$ cat config.mk
export PLATFORM = sky130hd
export DESIGN_NAME = prtc_ram
export DESIGN_NICKNAME = d
export VERILOG_FILES = /design/src/sv/prtc_ram.sv
export SDC_FILE = /design/constraint.sdc
export NUM_CORES = 1
export LEC_CHECK = 0
export BUFFER_PORTS_ARGS = -buffer_cell sky130_fd_sc_hd__buf_2
export CORE_MARGIN = 1.5
export CORE_UTILIZATION = 55
export CTS_BUF_LIST = sky130_fd_sc_hd__clkbuf_4
export DETAILED_ROUTE_END_ITERATION = 12
export PLACE_DENSITY_LB_ADDON = 0.2
export SLEW_MARGIN = 10
export SYNTH_ARGS = -nofsm -noshare
export SYNTH_HDL_FRONTEND = slang
export SYNTH_SLANG_ARGS = --single-unit
$ cat constraint.sdc
create_clock -name clk -period 2 [get_ports clk]
set_input_delay 0.3 -clock clk [delete_from_list [all_inputs] [get_ports clk]]
set_output_delay 0.3 -clock clk [all_outputs]
set_load 0.005 [all_outputs]
$ cat src/sv/prtc_ram.sv
`timescale 1ns / 1ps
module prtc_ram #(
    parameter int WIDTH = 8,
    parameter int DEPTH = 16,
    localparam int AW = $clog2(DEPTH)
) (
    input  logic             clk,
    input  logic             we,
    input  logic [AW-1:0]    waddr,
    input  logic [WIDTH-1:0] wdata,
    input  logic [AW-1:0]    raddr,
    output logic [WIDTH-1:0] rdata
);

    logic [WIDTH-1:0] mem [DEPTH];
    logic [WIDTH-1:0] rdata_reg;

    always_ff @(posedge clk) begin
        if (we) begin
            mem[waddr] <= wdata;
        end
        rdata_reg <= mem[raddr];
    end

    assign rdata = rdata_reg;

endmodule

Word level (Yosys, flattened, before mapping)
Memories as Yosys holds them, arrays and structs flattened. A register that Yosys moved wholly into a read port is not among the register bits.
Cells that the tools add are included.

word-level totals
  bits in registers = 0
  bits in writable memories = 128
  output and inout bits = 8
  input port bits = 18
  memories kept = 1

memory list
  name  depth  bits a word  rd ports  clocked after Yosys merged registers in  wr ports  line  text
  mem   16     8            1         1                                        1         15    logic [WIDTH-1:0] mem [DEPTH];

cells by class
  muxes and demuxes = 2

operators with widths
  operator           number
  1-bit two-way mux  2

Logic depth before layout (Yosys ltp)
  depth in word-level cells = 2
  mapped depth = 5
  gate-level depth less buffers = 3

Worst setup path after synthesis
OpenSTA, ideal clock, no wires.

  kind = input-to-reg
  start point = input waddr[2]
  end point = memory mem[0][0], enable pin
  path slack = 0.207 ns
  arrival = 1.410 ns
  stages on the path = 2
  required time = 1.617 ns
  cells stage by stage = or3b_2 nor3_1

RTL lines
  what                line  text
  start: declaration  9     input logic [AW-1:0] waddr,
  end: declaration    15

Straight into the memory's write port.

==> flow_summary.json <==
{
  "post_cts_buffers": 0,
  "drt-total-wl_microns": 9070,
  "synth_common_cells": "128 x edfxtp_1, 18 x mux4_2, 16 x a22oi_1, 14 x mux4_1, 13 x nor2_1",
  "setup_tns_ns": 0,
  "dpl.hpwl_microns": 6070,
  "synth_top_family_by_area": "multiplexers",
  "synth_area_sq_um": 5150,
  "p_per_area_nw_per_um2": 884,
  "final_layout_size_suffix_gt1_share_pct": 32.9,
  "critPathMaxFanout": 1,
  "grt_pass1_wl_microns": 13600,
  "synth.area.mux_share_pct": 15.0,
  "htreeDepth": 4,
  "fillCellCount": 639,
  "cp-end-kind": "flip-flop",
  "grt_max_degree": 22,
  "grt_pass1_vias": 2351,
  "ys_seq_elements": 136,
  "worstMarginPinSlew_ns": 0.356,
  "dr_total_vias": 2423,
  "synth_seq_area_share_pct": 77.8,
  "cts_hold_buf": 0,
  "clkTransAtPathRegs_ns": 0.12,
  "final_hold_viol_count": 0,
  "synth_fa_ha_area_share_pct": 0,
  "min_period_over_period_pct": 68.5,
  "max_freq_mhz": 729,
  "grtUsageTotal_pct": 19.9,
  "yosysWarnings": 0,
  "slew_headroom_pct": 76.3,
  "post_cts_resized": 0,
  "coreArea_sq_um": 9150,
  "finalNetCount": 303,
  "dr.first_iter.drc_count": 118,
  "tritoncts": "done",
  "worstPathArrival_ns": 1.75,
  "cts_buffers": 17,
  "grt_antenna_before_repair": 1,
  "fin_area_sq_um": 5780,
  "syn_to_final_growth_pct": 12.3,
  "clock_latency_ns": 0.50,
  "seqCellArea_sq_um": 4000,
  "fin_skew_ns": 0.0118,
  "drv_slew": 0,
  "portBuffers": 25,
  "clk_path_buf_depth": 2,
  "largest_reg_flops": 128,
  "power_leakage_nw": 1.95,
  "yosys.area.top_type_share_pct": 74.7,
  "dieWidth_microns": 99.7,
  "ir_drop_mv": 0.328,
  "maxCapViolations": 0,
  "ant_nets": 0,
  "syn_inst": 229,
  "cp-start-kind": "flip-flop",
  "crit_type": "flip-flop to flip-flop",
  "synthFlopType": "edfxtp_1",
  "clock-sinks": 136,
  "rsz0062_at_grt": "no",
  "async_flop_share_pct": 0,
  "hold_path.class": "input pin to flip-flop",
  "routabilityCongestion": 0.735,
  "ys_top_cells_by_area": "edfxtp_1 75%, mux4_2 7.9%, mux4_1 7.1%",
  "fp.dieH_microns": 99.7,
  "drc": 0,
  "dieArea_sq_um": 9950,
  "row_count": 35,
  "detail_route.wl_per_cell_microns": 22.2,
  "antennaDiodeCount": 0,
  "synthSimpleGateAreaFrac_pct": 3.18,
  "overflow": 0,
  "ios": 26,
  "yosysTopAreaCell": "edfxtp_1",
  "syn_avg_cell_area_sq_um": 22.5,
  "synthMostInstantiatedCell": "edfxtp_1",
  "synth-xor-area-share_pct": 0,
  "synth_edf_count": 128,
  "status": "finished, final reports clean",
  "start_util_pct": 56.2,
  "firstDrtPassIters": 4,
  "finalSetupViolCount": 0,
  "placed_area_sq_um": 5520,
  "root_buffer": "clkbuf_4",
  "synth_compound_gate_area_share_pct": 2.33,
  "syn_nets": 247,
  "multi_input_area_sq_um": 1060,
  "synthDistinctLibCells": 19,
  "worst_ep_required_time_ns": 2.38,
  "via_per_inst": 5.92,
  "finalCriticalPeriod_ns": 1.37
}
-- cells by family after synthesis --
kind of cell | count (synthesis)
compound gates | 16
simple gates | 35
flops | 136
mux | 32
buf+inv | 10
-- report_power, final --
group | internal (W) | switching (W) | total [W]
clock | 0.000637 | 0.000982 | 0.00162
sequential | 0.00318 | 0.0000200 | 0.00320
combinational | 0.000131 | 0.000157 | 0.000288
total | 0.00395 | 0.00116 | 0.00511
-- through the flow --
step	setup WS [ns]	total power, W	std cells	util (%)	hold WS [ns]
floorplan	0.207	0.00342	229	-	0.399
finish	0.629	0.00511	409	63.1	0.178
global route	0.581	0.00530	409	63.1	0.135
detailed placement	0.226	0.00356	377	60.3	0.672
global placement	0.233	0.00355	377	60.3	0.655
CTS	0.606	0.00517	409	63.1	0.130
-- worst max-delay path, cell delays in order, from the launching register on --
cell,delay (ns)
edfxtp_1,0.39
mux4_2,0.46
a22oi_1,0.26
nand2_1,0.14
-- layout make-up --
type | instances | share of cell area, %
sequential | 136 | 69.3
multi-input combinational | 83 | 18.3
timing repair buffer | 47 | 5.46
tap | 111 | 2.40
clock buffer | 18 | 2.34
clock inverter | 14 | 2.21
-- path summary, 6_finish.rpt --
path                                            end                start  slack [ns]  depth (start not counted)
worst min register to register     rdata[3]$_DFF_P_  mem[8][3]$_DFFE_PP_        0.69                          3
worst max register to register     rdata[6]$_DFF_P_  mem[2][6]$_DFFE_PP_        0.63                          3
worst max-delay path               rdata[6]$_DFF_P_  mem[2][6]$_DFFE_PP_        0.63                          3
worst min-delay path            mem[6][7]$_DFFE_PP_             wdata[7]        0.18                          1
-- cell usage in the layout (no fill, tap or decap), drive strengths merged --
| cell | synthesis | final |
|---|---|---|
| clkbuf | 0 | 18 |
| and2 | 1 | 1 |
| inv | 0 | 2 |
| and2b | 1 | 1 |
| nand3b | 2 | 2 |
| dfxtp | 8 | 8 |
| nand3 | 1 | 1 |
| bufinv | 0 | 1 |
| nand2b | 2 | 2 |
| nor2 | 13 | 13 |
| buf | 7 | 47 |
| or3b | 1 | 1 |
| a22oi | 16 | 16 |
| nand2 | 9 | 9 |
| nor2b | 1 | 1 |
| clkinvlp | 0 | 4 |
| nor3 | 4 | 4 |
| edfxtp | 128 | 128 |
| clkinv | 0 | 7 |
| mux4 | 32 | 32 |
-- metal layers --
metal | routed length [microns] | global-route usage, %
met3 | 601 | 4.78
met5 | 13 | 0
met4 | 123 | 8.13
met2 | 4580 | 30.7
met1 | 3750 | 27.7
No activity file was read; power rests on OpenSTA's default activity.
