[config.mk]
export PLATFORM = sky130hd
export DESIGN_NAME = prtc_calc
export DESIGN_NICKNAME = d
export VERILOG_FILES = /design/src/sv/prtc_pkg.sv /design/src/sv/prtc_calc.sv
export SDC_FILE = /design/constraint.sdc
export NUM_CORES = 1
export LEC_CHECK = 0
export ABC_AREA = 1
export BUFFER_PORTS_ARGS = -buffer_cell sky130_fd_sc_hd__buf_2
export CAP_MARGIN = 10
export CORE_MARGIN = 2
export CORE_UTILIZATION = 51
export CTS_BUF_LIST = sky130_fd_sc_hd__clkbuf_8
export CTS_CLUSTER_DIAMETER = 120
export DETAILED_ROUTE_END_ITERATION = 16
export GPL_TIMING_DRIVEN = 0
export PLACE_DENSITY = 0.73
export SYNTH_ARGS = -nofsm -noshare
export SYNTH_HDL_FRONTEND = slang
export SYNTH_SLANG_ARGS = --single-unit
[constraint.sdc]
create_clock -name aclk -period 6.05 [get_ports aclk]
set_clock_uncertainty 0.2 [all_clocks]
set_input_delay 0.605 -clock aclk [delete_from_list [all_inputs] [get_ports aclk]]
set_output_delay 0.605 -clock aclk [all_outputs]
set_load 0.01 [all_outputs]
[src/sv/prtc_pkg.sv]
`timescale 1ns / 1ps
package prtc_pkg;

    // operation codes carried on s_tuser
    localparam logic [2:0] OP_NEW   = 3'd0;
    localparam logic [2:0] OP_DEL   = 3'd1;
    localparam logic [2:0] OP_MOD   = 3'd2;
    localparam logic [2:0] OP_TRADE = 3'd3;
    localparam logic [2:0] OP_DISC  = 3'd4;

    // response status codes carried on m_tuser
    localparam logic [1:0] ST_ACCEPT = 2'd0;
    localparam logic [1:0] ST_LIMIT  = 2'd1;
    localparam logic [1:0] ST_FULL   = 2'd2;

    localparam int KEY_W    = 64;
    localparam int QTY_W    = 32;
    localparam int TRADER_W = 8;
    localparam int LIMIT_W  = 31;

    // control for the position arithmetic
    typedef struct packed {
        logic [2:0] op;
        logic       side_sel;
    } calc_ctl_t;

endpackage

[src/sv/prtc_calc.sv]
`timescale 1ns / 1ps
module prtc_calc #(
    parameter int PB = 48
) (
    input  logic                                aclk,
    input  prtc_pkg::calc_ctl_t                 ctl,
    input  logic signed [PB-1:0]                net_i,
    input  logic [PB-1:0]                       ob_i,
    input  logic [PB-1:0]                       os_i,
    input  logic [prtc_pkg::QTY_W-1:0]          qty_i,
    input  logic [prtc_pkg::QTY_W-1:0]          oqty_i,
    input  logic signed [prtc_pkg::QTY_W-1:0]   tq_i,
    input  logic [prtc_pkg::LIMIT_W-1:0]        limit_i,
    output logic signed [PB-1:0]                net_o,
    output logic [PB-1:0]                       ob_o,
    output logic [PB-1:0]                       os_o,
    output logic                                reject_o
);
    import prtc_pkg::*;

    localparam logic [PB-1:0]        UMAX = '1;
    localparam logic signed [PB:0]   NMAX = {2'b00, {(PB-1){1'b1}}};
    localparam logic signed [PB:0]   NMIN = {2'b11, {(PB-1){1'b0}}};

    logic [PB-1:0]        open_sel, qty_x, oqty_x, long_c, short_c;
    logic [PB:0]          sum1, sum2, sum3, neg_c;
    logic signed [PB:0]   net_sum;
    logic [PB-1:0]        t1_next, t1_reg, mag_next, mag_reg;
    logic signed [PB-1:0] net1_next, net1_reg;
    logic [PB-1:0]        cand, modv, upd;
    logic signed [PB-1:0] net_next;
    logic [PB-1:0]        ob_next, os_next;
    logic                 reject_next;

    // first stage: open figure update and net saturation
    always_comb begin
        open_sel = ctl.side_sel ? ob_i : os_i;
        qty_x    = {{(PB-QTY_W){1'b0}}, qty_i};
        oqty_x   = {{(PB-QTY_W){1'b0}}, oqty_i};
        sum1     = {1'b0, open_sel} + {1'b0, qty_x};
        if (ctl.op == OP_NEW) begin
            t1_next = sum1[PB] ? UMAX : sum1[PB-1:0];
        end else begin
            t1_next = (open_sel > oqty_x) ? (open_sel - oqty_x) : '0;
        end
        neg_c    = -{net_i[PB-1], net_i};
        long_c   = (net_i > 0) ? net_i : '0;
        short_c  = (net_i < 0) ? neg_c[PB-1:0] : '0;
        mag_next = ctl.side_sel ? long_c : short_c;
        net_sum  = {net_i[PB-1], net_i} + {{(PB+1-QTY_W){tq_i[QTY_W-1]}}, tq_i};
        if (net_sum > NMAX) begin
            net1_next = NMAX[PB-1:0];
        end else if (net_sum < NMIN) begin
            net1_next = NMIN[PB-1:0];
        end else begin
            net1_next = net_sum[PB-1:0];
        end
    end

    // second stage: worst-case check and final figures
    always_comb begin
        sum2        = {1'b0, t1_reg} + {1'b0, mag_reg};
        cand        = sum2[PB] ? UMAX : sum2[PB-1:0];
        sum3        = {1'b0, t1_reg} + {1'b0, qty_x};
        modv        = sum3[PB] ? UMAX : sum3[PB-1:0];
        upd         = (ctl.op == OP_MOD) ? modv : t1_reg;
        reject_next = cand > {{(PB-LIMIT_W){1'b0}}, limit_i};
        ob_next     = ob_i;
        os_next     = os_i;
        net_next    = net_i;
        if (ctl.op == OP_TRADE) begin
            net_next = net1_reg;
        end else if (ctl.side_sel) begin
            ob_next = upd;
        end else begin
            os_next = upd;
        end
    end

    always_ff @(posedge aclk) begin
        t1_reg   <= t1_next;
        mag_reg  <= mag_next;
        net1_reg <= net1_next;
        net_o    <= net_next;
        ob_o     <= ob_next;
        os_o     <= os_next;
        reject_o <= reject_next;
    end

endmodule

# == Word level (Yosys, flattened, before mapping) ==
# Cells that the tools add are included.
# totals
reg_bits,289
in_bits,276
out_inout_bits,145
# op_classes
add_sub_neg,6
order_cmp,6
n_eq_ne,2
muxes,16
reduce_logical,1
# ops
op,count
$mux W48,16
$add A48 B32 Y49,3
$add A48 B48 Y49,1
$gt A49 B48 Y1 const B,1
$lt A49 B48 Y1 const B,1
$gt A48 B1 Y1 const B,1
$gt A48 B31 Y1,1
$gt A48 B32 Y1,1
$lt A48 B1 Y1 const B,1
$neg A48 Y48,1
$sub A48 B32 Y48,1
$eq A3 B2 Y1 const B,2
$logic_not A3 Y1,1

# == Depth between registers and ports, before layout ==
# Gate-level depths: netlist of the first run.
# logic_depth
ltp_word,5
depth_mapped,34
depth_no_buf,34

# == Worst setup path before layout of the first run ==
# OpenSTA, ideal clock, no wires.
# synth_timing
kind,register to register
startpoint,reg t1_reg[0]
endpoint,reg reject_o
setup_ns,0.121
arrival_ns,3.230
required_time_ns,5.729
setup_slack_ns,2.499
path_stages_with_launch,29
period_less_slack_ns,3.551
cell_sequence,dfxtp_1 > ha_1 > fa_1 > nand2_1 > nand2_1 > nand3_1 > nand2_1 > nand2_1 > a21oi_1 > nor2_1 > clkbuf_1 > nand3_1 > ha_1 > nand2_1 > inv_1 > nand2_1 > nand2_1 > a21oi_1 > nand3_1 > nand2_1 > nand2_1 > nand2_1 > nand2_1 > nand2_1 > nand2_1 > nand2_1 > nand2_1 > nor2_1 > nand3_1
# synth_via
elab_chain_cells,3
# synth_lines
item,line,text
"start, declared",prtc_calc.sv:28,"logic [PB-1:0] t1_next, t1_reg, mag_next, mag_reg;"
"start signal, assigned",prtc_calc.sv:81,t1_reg <= t1_next;
$add A48 B48 Y49,prtc_calc.sv:62,"sum2 = {1'b0, t1_reg} + {1'b0, mag_reg};"
$mux W48,prtc_calc.sv:63,cand = sum2[PB] ? UMAX : sum2[PB-1:0];
$gt A48 B31 Y1,prtc_calc.sv:67,"reject_next = cand > {{(PB-LIMIT_W){1'b0}}, limit_i};"
net reject_next,prtc_calc.sv:33,logic reject_next;
"end signal, assigned",prtc_calc.sv:87,reject_o <= reject_next;
"end, declared",prtc_calc.sv:17,output logic reject_o
# The timed path passes the listed nets, and every way through them passes these cells.
# A chain may end at the register's enable or synchronous reset.

# == Final worst setup path of the first run ==
# layout_timing
startpoint,in ctl[0] (netlist name)
endpoint,reg t1_reg[6]
# layout_via
elab_chain_cells,4
# layout_lines
item,line,text
"start, declared",prtc_calc.sv:6,"input prtc_pkg::calc_ctl_t ctl,"
$mux W48 *,prtc_calc.sv:37,open_sel = ctl.side_sel ? ob_i : os_i;
"$sub A48 B32 Y48, or another cell as far along",prtc_calc.sv:44,t1_next = (open_sel > oqty_x) ? (open_sel - oqty_x) : '0;
$mux W48 (on tied branches),"prtc_calc.sv:44, prtc_calc.sv:42",
$mux W48 *,prtc_calc.sv:41,if (ctl.op == OP_NEW) begin
net t1_next[6],prtc_calc.sv:28,
# Mark *: on every way through the listed nets, which the timed path passes. The rest lies on a longest branch.

==> results.rst, run 1 <==
.. list-table::
   :header-rows: 1

   * - Metric
     - Value
   * - Result of the run
     - completed
   * - Min-Delay Path Class
     - input pin to flop
   * - Endpoint kind of the worst setup timing path
     - flop
   * - Horizontal extent of the die
     - 232 µm
   * - Clock H-tree levels
     - 2
   * - Finished layout cell area
     - 30,900 µm²
   * - Routability congestion estimate
     - 1.06
   * - Area delta synth->final
     - 16.4%
   * - Hold slack final
     - ~0.0070 ns
   * - Static leakage
     - 15.6 nW
   * - CP top delay family
     - buffers and inverters
   * - Overflow after GRT
     - 0
   * - Number of global-route vias before repair
     - roughly 29,000
   * - Net count reported at finish
     - roughly 5,400
   * - Yosys warns
     - 0
   * - Die height
     - between 200 and 250 µm
   * - Most used cells in the layout excluding fill and tap cells
     - 1,202 x sky130_fd_sc_hd__nand2_1, 563 x sky130_fd_sc_hd__inv_1, 507 x sky130_fd_sc_hd__nor2_1
   * - Most common library cell in the layout ignoring fill and taps
     - sky130_fd_sc_hd__nand2_1
   * - Final wirelength
     - 120,000 µm
   * - CTS tree
     - yes
   * - Sequential area share after synthesis
     - 0.218
   * - Highest fanout seen on the critical path
     - 10
   * - Data arrival time of the critical path
     - a little over 6 ns
   * - Crit path buf inv count
     - 7
   * - CTS root buffer
     - sky130_fd_sc_hd__clkbuf_8
   * - Post-CTS resize count
     - 0
   * - DR iter-0 viols
     - 3,802
   * - First-pass GRT wire length
     - approximately 180,000 µm
   * - Worst-Skew Late Latency
     - 0.70 ns
   * - Finished Core Util
     - 0.602
   * - Count of buffers from port buffering
     - 420
   * - Element type at the critical path start
     - input pin
   * - Detailed Routing Iterations Pass 1
     - 7
   * - Proportion of layout cells with a drive suffix above 1
     - 0.126
   * - Clock Sink Count
     - 289
   * - Power density normalized to cell area
     - approximately 280 nW/µm²
   * - Cell at the slowest stage of the critical path
     - sky130_fd_sc_hd__clkbuf_1
   * - Share of cell area taken by muxes after synthesis
     - 0.00278
   * - Number of pins exceeding their max-slew limit in the final report
     - 0
   * - DRC violations left
     - 0
   * - Buffer depth of the longest clock path
     - 3
   * - Synthesized Nets
     - between 4,000 and 5,000
   * - Fraction of the mapped netlist area in simple logic gates
     - 0.333
   * - Antenna Nets Post-Route
     - 0
   * - Detailed-route via count
     - roughly 32,000
   * - EDFF count, synth
     - 0
   * - Register clock-pin slew on the reported worst setup and hold paths
     - 0.07 ns
   * - Setup TNS Final
     - 0 ns
   * - Count of final hold-check violations
     - 0
   * - Cells traversed along the worst timing path
     - buf_2 -> buf_6 -> buf_6 -> clkbuf_1 -> o21ai_0 -> inv_1 -> ha_1 -> inv_1 -> fa_1 -> nor3_1 -> nor2_1 -> o21ai_1 -> nand2_1 -> nand2_1 -> nand3_1 -> nand2_2 -> buf_2 -> o21ai_0 -> o21ai_1
   * - Complex-gate fraction of the synthesized area
     - 0.187
   * - Fin crit share
     - 0.947
   * - Dominant combinational cell family by area after synthesis
     - simple AND/OR/NAND/NOR gates
   * - Synth Instances
     - between 4,000 and 5,000
   * - Number of primary I/O pins
     - ~420
   * - Number of clock buffers inserted by TritonCTS
     - 50
   * - Die footprint
     - approximately 54,000 µm²
   * - Number of antenna violations at the first check in global routing
     - 2
   * - Number of vias per cell
     - roughly 5.7
   * - Maximum number of pins on one net before global-route repair
     - 18
   * - Fraction of the mapped netlist area in adder cells
     - 0.109
   * - Area of the mapped netlist
     - 26,600 µm²
   * - Crit Path Class
     - input pin to flop
   * - Total of flip-flops plus latches after synthesis
     - between 200 and 300
   * - Actual slew at the worst max-slew pin
     - 1.46 ns
   * - Slew margin rel.
     - 0.0268
   * - RSZ-0062 raised after global routing
     - false
   * - Core Rows
     - slightly above 80
   * - Std-Cell Core Area
     - 51,400 µm²
   * - Placed standard-cell area
     - 29,500 µm²
   * - Parity-gate share of the synthesized area counting xor and xnor cells
     - 0.0547
   * - HPWL reported at the end of detailed placement
     - around 100,000 µm
   * - GRT Util Overall
     - 0.431
   * - Synth cell types
     - 61
   * - Average instance area after synthesis
     - 6.07 µm²
   * - Final-report setup violation count
     - 0
   * - Post-synth ARST share
     - 0
   * - Dominant register cell in the synthesized netlist
     - sky130_fd_sc_hd__dfxtp_1
   * - Total of max-cap violations
     - 0
   * - Upper clock frequency limit
     - approximately 0.17 GHz
   * - Clock period minus final worst setup slack
     - 5.73 ns
   * - Max rail drop VDD
     - about 0.00019 V
   * - Detail-routed net length per standard cell
     - 21.4 µm
   * - Worst Path Required
     - 6.38 ns
   * - Max incr delay on CP
     - 1.07 ns
   * - Effective utilization at floorplan
     - 0.517
==> logic make-up after synthesis <==
logic type / count (synthesis)
AND/OR/NAND/NOR: 2137
XOR/XNOR: 166
adder cells (fa/ha/maj): 229
buffers and inverters: 645
AO/OA/AOI/OAI: 905
multiplexers: 7
flip-flops: 289
==> per-stage QoR <==
stage          setup WS, ns  power, mW  std cells
2_1_floorplan          2.50       5.06       4378
4_1_cts               0.732       8.44       5597
5_1_grt               0.324       9.05       5598
6_report              0.323       8.57       5599
3_3_place_gp         0.0362       6.44       5478
3_5_place_dp         0.0639       6.47       5478
==> synthesized netlist by cell type (5+ instances only) <==
master                        n  area share
sky130_fd_sc_hd__buf_1        7     0.00099
sky130_fd_sc_hd__buf_2       15      0.0028
sky130_fd_sc_hd__a211oi_1     5      0.0014
sky130_fd_sc_hd__inv_2       13      0.0018
sky130_fd_sc_hd__a21boi_0     9      0.0025
sky130_fd_sc_hd__nor2_1     507       0.072
sky130_fd_sc_hd__nor4_1      24      0.0056
sky130_fd_sc_hd__inv_1      550       0.078
sky130_fd_sc_hd__nand3_2      8      0.0030
sky130_fd_sc_hd__xnor2_1     61       0.020
sky130_fd_sc_hd__ha_1       224        0.11
sky130_fd_sc_hd__fa_1         5      0.0038
sky130_fd_sc_hd__nand2_2      9      0.0021
sky130_fd_sc_hd__o211ai_1     9      0.0025
sky130_fd_sc_hd__dfxtp_1    289        0.22
sky130_fd_sc_hd__or2_2       34      0.0080
sky130_fd_sc_hd__o21ai_2      7      0.0023
sky130_fd_sc_hd__o21ai_0    300       0.056
sky130_fd_sc_hd__a21o_1      24      0.0068
sky130_fd_sc_hd__o21a_1      10      0.0028
sky130_fd_sc_hd__o31ai_1      5      0.0014
sky130_fd_sc_hd__and3_1       7      0.0016
sky130_fd_sc_hd__nand4_1     60       0.014
sky130_fd_sc_hd__o22ai_1     47       0.011
sky130_fd_sc_hd__nand3b_1     9      0.0025
sky130_fd_sc_hd__nand3_1    199       0.037
sky130_fd_sc_hd__a21oi_1    366       0.069
sky130_fd_sc_hd__a31oi_1     21      0.0049
sky130_fd_sc_hd__buf_6        8      0.0034
sky130_fd_sc_hd__clkbuf_1    46      0.0065
sky130_fd_sc_hd__nand2_1   1202        0.17
sky130_fd_sc_hd__o21bai_1    32      0.0090
sky130_fd_sc_hd__xor2_1     105       0.035
sky130_fd_sc_hd__nor3_1      55       0.010
sky130_fd_sc_hd__o21ai_1     54       0.010
sky130_fd_sc_hd__nor2_2       6      0.0014
==> worst register-to-register path: stages, from the launching register on <==
cell	delay (ns)
sky130_fd_sc_hd__dfxtp_1	0.48
sky130_fd_sc_hd__ha_1	0.37
sky130_fd_sc_hd__fa_1	0.47
sky130_fd_sc_hd__nand2_1	0.11
sky130_fd_sc_hd__nand2_1	0.06
sky130_fd_sc_hd__nand3_1	0.08
sky130_fd_sc_hd__nand2_1	0.14
sky130_fd_sc_hd__nand2_1	0.12
sky130_fd_sc_hd__a21oi_1	0.07
sky130_fd_sc_hd__nor2_1	0.39
sky130_fd_sc_hd__clkbuf_1	0.46
sky130_fd_sc_hd__nand3_1	0.26
sky130_fd_sc_hd__ha_1	0.36
sky130_fd_sc_hd__a21oi_1	0.15
sky130_fd_sc_hd__o21ai_0	0.09
sky130_fd_sc_hd__a21oi_1	0.15
sky130_fd_sc_hd__nand3_1	0.11
sky130_fd_sc_hd__nand2_1	0.11
sky130_fd_sc_hd__nand2_1	0.06
sky130_fd_sc_hd__nand2_1	0.06
sky130_fd_sc_hd__nand2_1	0.05
sky130_fd_sc_hd__nand2_1	0.05
sky130_fd_sc_hd__nand2_1	0.05
sky130_fd_sc_hd__nand2_1	0.09
sky130_fd_sc_hd__nand2_1	0.06
sky130_fd_sc_hd__nor2_1	0.08
sky130_fd_sc_hd__nand3_1	0.08
==> area by class of cell <==
class	instances	area [µm²]
clock inverter	27	246
sequential	289	5790
clock buffer	60	826
fill	5303	20500
tap	680	851
inverter	564	2120
antenna	2	5.00
buffer	81	409
timing repair buffer	452	2420
multi-input combinational	3444	18300
==> metal layers <==
layer | global-route usage | share of wire
met1 | 0.573 | 0.41
met2 | 0.654 | 0.41
met3 | 0.0932 | 0.12
met4 | 0.222 | 0.059
met5 | 0 | 0
==> power by group <==
group          switching [mW]  total [mW]  internal (mW)
sequential              0.221        2.46           2.24
combinational            2.75        4.15           1.40
clock                   0.894        1.97           1.07
==> timing repair <==
item	in CTS	in global routing
hold buffers	32	0
setup buffers	0	0
endpoints found under the hold margin	32	0
==> final timing paths <==
path,start,end,slack (ns),cells after the start
setup / recovery,ctl[0],t1_reg[6]$_DFF_P_,0.32,19
hold reg to reg,net1_reg[12]$_SDFF_PN1_,net_o[12]$_DFF_P_,0.19,2
hold / removal,os_i[5],os_o[5]$_DFF_P_,0.007,3
setup reg to reg,t1_reg[0]$_DFF_P_,reject_o$_DFF_P_,1.14,26
(Power assumes the default switching activity.)
==> run 2: changes to the inputs <==
ABC_AREA = unset   (was 1)
PLACE_DENSITY = 0.74   (was 0.73)
==> run 2 against run 1 <==
  * The run now ends with negative setup slack left
  * Via count shrank 20%
  * Die area fell by 13%
  * First-iteration DRC count decreased by 43%
  * Count of clock-buffer cells in the layout grew 9
  * Largest power group unchanged
  * Highest routed layer unchanged
==> results.rst, run 2 <==
.. list-table::
   :header-rows: 1

   * - Metric
     - Value
   * - Max rail drop VDD
     - 0.000258 V (+37%)
   * - Final wirelength
     - 93,400 µm (-22%)
   * - Result of the run
     - complete, but fails checks
   * - Total of flip-flops plus latches after synthesis
     - 289 (unchanged)
   * - Share of power burned in registers
     - 0.297 (+0.010)
   * - Die height
     - 217 µm (-6.8%)
   * - Average instance area after synthesis
     - 7.77 µm² (+28%)
   * - Synth Instances
     - 2,966 (-32%)
   * - Endpoint kind of the worst setup timing path
     - flop
   * - Most common library cell in the layout ignoring fill and taps
     - sky130_fd_sc_hd__buf_2
   * - Detailed-route via count
     - 25,789 (-20%)
   * - Number of vias per cell
     - 6.18 (+7.6%)
   * - Maximum number of pins on one net before global-route repair
     - 20 (+2)
   * - Static leakage
     - 12.8 nW (-18%)
   * - Hold slack final
     - 0.0255 ns (+0.0185 ns)
   * - Crit path from
     - t1_reg[0]$_DFF_P_
   * - Total of max-cap violations
     - 0 (unchanged)
   * - Element type at the critical path start
     - flop
   * - Final-report setup violation count
     - 1 (+1)
   * - Finished layout cell area
     - 28,500 µm² (-7.8%)
   * - CTS tree
     - yes
   * - Hold Path End
     - ob_o[17]$_DFF_P_
   * - Detailed Routing Iterations Pass 1
     - 6 (-1)
   * - Die footprint
     - 46,900 µm² (-13%)
   * - Upper clock frequency limit
     - 0.163 GHz (-6.5%)
   * - GRT Util Overall
     - 0.382 (-0.0492)
   * - Net count reported at finish
     - 4,044 (-25%)
   * - Min-Delay Path Class
     - input pin to flop
   * - CTS root buffer
     - sky130_fd_sc_hd__clkbuf_8
   * - Effective utilization at floorplan
     - 0.519 (+0.00173)
   * - Switching share of power
     - 0.397 (-0.0547)
   * - Detail-routed net length per standard cell
     - 22.4 µm (+4.6%)
   * - Routability congestion estimate
     - 0.979 (-7.8%)
   * - Cells taking the most area after synthesis
     - sky130_fd_sc_hd__dfxtp_1 25%, sky130_fd_sc_hd__ha_1 12%, sky130_fd_sc_hd__o21ai_0 6.2%
   * - Sequential area share after synthesis
     - 0.251 (+0.0334)
   * - Clock Sink Count
     - 289 (unchanged)
   * - Count of filler cells inserted in the layout
     - 3,859 (-27%)
   * - RSZ-0062 raised after global routing
     - true
   * - Clock period minus final worst setup slack
     - 6.12 ns (+0.398 ns)
   * - Slew margin rel.
     - 0.222 (+0.195)
   * - Worst setup slack after layout
     - -0.0743 ns (-0.398 ns)
   * - Count of final hold-check violations
     - 0 (unchanged)
   * - Endpoint of the lowest-slack register-to-register path
     - reject_o$_DFF_P_
   * - Dominant register cell in the synthesized netlist
     - sky130_fd_sc_hd__dfxtp_1
   * - Fraction of post-synthesis cell area in the top cell type by area
     - 0.251 (+0.0334)
   * - Failing checks
     - negative setup slack
   * - Hold path startpoint
     - ob_i[17]
   * - Placed standard-cell area
     - 25,900 µm² (-12%)
   * - Power density normalized to cell area
     - 292 nW/µm² (+5.3%)
   * - Number of primary I/O pins
     - 421 (unchanged)
   * - Number of pins exceeding their max-slew limit in the final report
     - 0 (unchanged)
   * - Horizontal extent of the die
     - 217 µm (-6.8%)
   * - Clock network power share
     - 0.270 (+0.041)
   * - Overflow after GRT
     - 0 (unchanged)
   * - Most used cells in the layout excluding fill and tap cells
     - 426 x sky130_fd_sc_hd__buf_2, 286 x sky130_fd_sc_hd__o21ai_0, 286 x sky130_fd_sc_hd__dfxtp_1
   * - Number of antenna violations at the first check in global routing
     - 2 (unchanged)
   * - Library cell occupying the most area in the post-synthesis netlist
     - sky130_fd_sc_hd__dfxtp_1
   * - Number of global-route vias before repair
     - 25,252 (-13%)
   * - Post-synth ARST share
     - 0 (unchanged)
   * - Area delta synth->final
     - 23.7%
   * - Logic gate share of total power
     - 0.433 (-0.051)
   * - DRC violations left
     - 0 (unchanged)
   * - Proportion of layout cells with a drive suffix above 1
     - 0.202 (+0.0759)
   * - Number of cells on the worst reg-to-reg path
     - 24 (-7.7%)
   * - HPWL reported at the end of detailed placement
     - 74,200 µm (-27%)
   * - Cell Count, Final, Fillers Out
     - 4,175 (-25%)
   * - Synth cell types
     - 80 (+31%)
   * - Clock H-tree levels
     - 2 (unchanged)
   * - Synthesized Nets
     - 3,471 (-29%)
   * - Internal cell power
     - 5.02 mW (+6.7%)
   * - Actual slew at the worst max-slew pin
     - 1.16 ns (-0.296 ns)
   * - Core Rows
     - 77 (-7.2%)
   * - Area of the mapped netlist
     - 23,000 µm² (-13%)
   * - Count of buffers from port buffering
     - 419 (-0.24%)
   * - Total power of the final layout
     - 8.32 mW (-3.0%)
   * - Buffer depth of the longest clock path
     - 3 (unchanged)
   * - Most used standard cell by instance count after synthesis
     - sky130_fd_sc_hd__dfxtp_1
   * - Finished Core Util
     - 0.642 (+0.0402)
   * - DR iter-0 viols
     - 2,184 (-43%)
   * - FF-to-FF setup slack
     - -0.07 ns (-1.21 ns)
   * - Setup TNS Final
     - -0.0743 ns (-0.0743 ns)
   * - Number of clock buffers inserted by TritonCTS
     - 52 (+4.0%)
   * - R2r startpoint
     - t1_reg[0]$_DFF_P_
   * - Register clock-pin slew on the reported worst setup and hold paths
     - 0.07 ns (about the same)
   * - Antenna Nets Post-Route
     - 0 (unchanged)
   * - Data arrival time of the critical path
     - 6.44 ns (+0.38 ns)
   * - First-pass GRT wire length
     - 140,000 µm (-20%)
   * - Yosys warns
     - 0 (unchanged)
   * - EDFF count, synth
     - 0 (unchanged)
   * - Worst Path Required
     - 6.36 ns (-0.02 ns)
   * - Dpl ws
     - -2.44 ns (-2.50 ns)
   * - Most numerous cell types in the synthesized netlist
     - 289 x sky130_fd_sc_hd__dfxtp_1, 287 x sky130_fd_sc_hd__o21ai_0, 286 x sky130_fd_sc_hd__nand2_1
   * - Total placed cells including tap cells
     - 3,982 (-27%)
   * - Fin crit share
     - 1.01 (+0.0657)
   * - Worst-Skew Late Latency
     - 0.69 ns (about the same)
   * - Hold path cells
     - 3 (unchanged)
   * - Std-Cell Core Area
     - 44,400 µm² (-14%)
   * - Sw Pwr
     - 3.30 mW (-15%)
   * - Crit Path Class
     - flop to flop
   * - Highest fanout seen on the critical path
     - 7 (-3)
-- run 2: cell count changes after synthesis, moves of 44 or more --
| cell | delta |
|---|---|
| sky130_fd_sc_hd__nand2_1 | -916 |
| sky130_fd_sc_hd__o21ai_1 | -44 |
| sky130_fd_sc_hd__a21oi_1 | -123 |
| sky130_fd_sc_hd__a21o_1 | +70 |
| sky130_fd_sc_hd__mux2_2 | +87 |
| sky130_fd_sc_hd__xor2_1 | -51 |
| sky130_fd_sc_hd__inv_1 | -418 |
| sky130_fd_sc_hd__clkbuf_1 | +59 |
| sky130_fd_sc_hd__nand3_1 | -140 |
| sky130_fd_sc_hd__nor2_1 | -282 |
| sky130_fd_sc_hd__xnor2_1 | +51 |
| sky130_fd_sc_hd__o31ai_1 | +93 |
-- run 2: worst max path at each step --
| stage | to | slack (ns) | cells after the start |
|---|---|---|---|
| after detailed placement | t1_reg[3]$_DFF_P_ | -2.44 | 22 |
| after floorplan | reject_o$_DFF_P_ | 0.30 | 24 |
| after CTS | reject_o$_DFF_P_ | -0.06 | 24 |
| after global placement | t1_reg[3]$_DFF_P_ | -2.84 | 21 |
| final | reject_o$_DFF_P_ | -0.07 | 24 |
| after global routing | reject_o$_DFF_P_ | -0.22 | 24 |
-- run 2: cell type report --
type | instances | area [µm²] | area share
clock inverters | 27 | 318 | 0.0111
flip-flops and latches | 289 | 5790 | 0.203
multi-input cells | 2426 | 16600 | 0.583
repair buffers | 525 | 3100 | 0.109
diodes | 2 | 5.00 | 0.000176
inverters | 132 | 495 | 0.0174
well taps | 592 | 741 | 0.0260
clock buffers | 69 | 950 | 0.0333
plain buffers | 113 | 497 | 0.0174
-- run 2: power groups by stage --
| stage | Clock [mW] | Sequential [mW] | Combinational [mW] |
|---|---|---|---|
| finish | 2.24 | 2.47 | 3.60 |
| global route | 2.33 | 2.48 | 3.94 |
| CTS | 2.26 | 2.45 | 3.42 |
| detailed placement | 0 | 2.49 | 3.29 |
| global placement | 0 | 2.49 | 3.22 |
| floorplan | 0 | 2.43 | 2.25 |
-- run 2: what timing repair did --
item                                    in CTS  in global routing
hold endpoints to repair                    82                  0
pin swaps                                   18                 13
resized for setup                           44                 32
buffers inserted                            10                  7
endpoints found under the setup margin      49                 46
cloned                                       0                  1
hold buffers                                82                  0
-- run 2: cells by family (layout without fill, tap and decap cells) --
group | Yosys count | count (layout) | synth area share
XOR/XNOR | 166 | 166 | 0.0631
multiplexers | 110 | 110 | 0.0527
AND/OR/NAND/NOR | 918 | 918 | 0.193
other | 0 | 2 | 0
flip-flops | 289 | 289 | 0.251
buffers and inverters | 251 | 866 | 0.0418
AO/OA/AOI/OAI | 997 | 997 | 0.270
adder cells (fa/ha/maj) | 235 | 235 | 0.129
-- run 2: per-layer routing --
metal | up-vias | wire length, µm | track usage | part of all wire
li1 | 12044 | - | - | -
met1 | 12122 | 37200 | 0.454 | 0.40
met3 | 308 | 7130 | 0.0615 | 0.076
met5 | - | 0 | 0 | 0
met2 | 1315 | 43600 | 0.653 | 0.47
met4 | 0 | 5520 | 0.220 | 0.059
-- run 2: critical path, cell delays in order (launching register included) --
cell and delay (ns):
sky130_fd_sc_hd__dfxtp_4 0.37, sky130_fd_sc_hd__ha_4 0.17, sky130_fd_sc_hd__fa_2 0.38, sky130_fd_sc_hd__a211oi_2 0.26, sky130_fd_sc_hd__o211ai_1 0.18, sky130_fd_sc_hd__a41oi_2 0.41
sky130_fd_sc_hd__o31ai_2 0.12, sky130_fd_sc_hd__nor3_4 0.19, sky130_fd_sc_hd__o21ai_2 0.10, sky130_fd_sc_hd__a21o_1 0.21, sky130_fd_sc_hd__a31o_4 0.24, sky130_fd_sc_hd__a31oi_4 0.30
sky130_fd_sc_hd__buf_8 0.17, sky130_fd_sc_hd__nand2_1 0.05, sky130_fd_sc_hd__ha_1 0.31, sky130_fd_sc_hd__and3_1 0.16, sky130_fd_sc_hd__o21ai_1 0.23, sky130_fd_sc_hd__a21oi_2 0.09
sky130_fd_sc_hd__o41ai_2 0.37, sky130_fd_sc_hd__nand4_1 0.15, sky130_fd_sc_hd__a21oi_2 0.20, sky130_fd_sc_hd__nand4_1 0.15, sky130_fd_sc_hd__nor4_2 0.24, sky130_fd_sc_hd__nand4_1 0.16
sky130_fd_sc_hd__or4_4 0.52
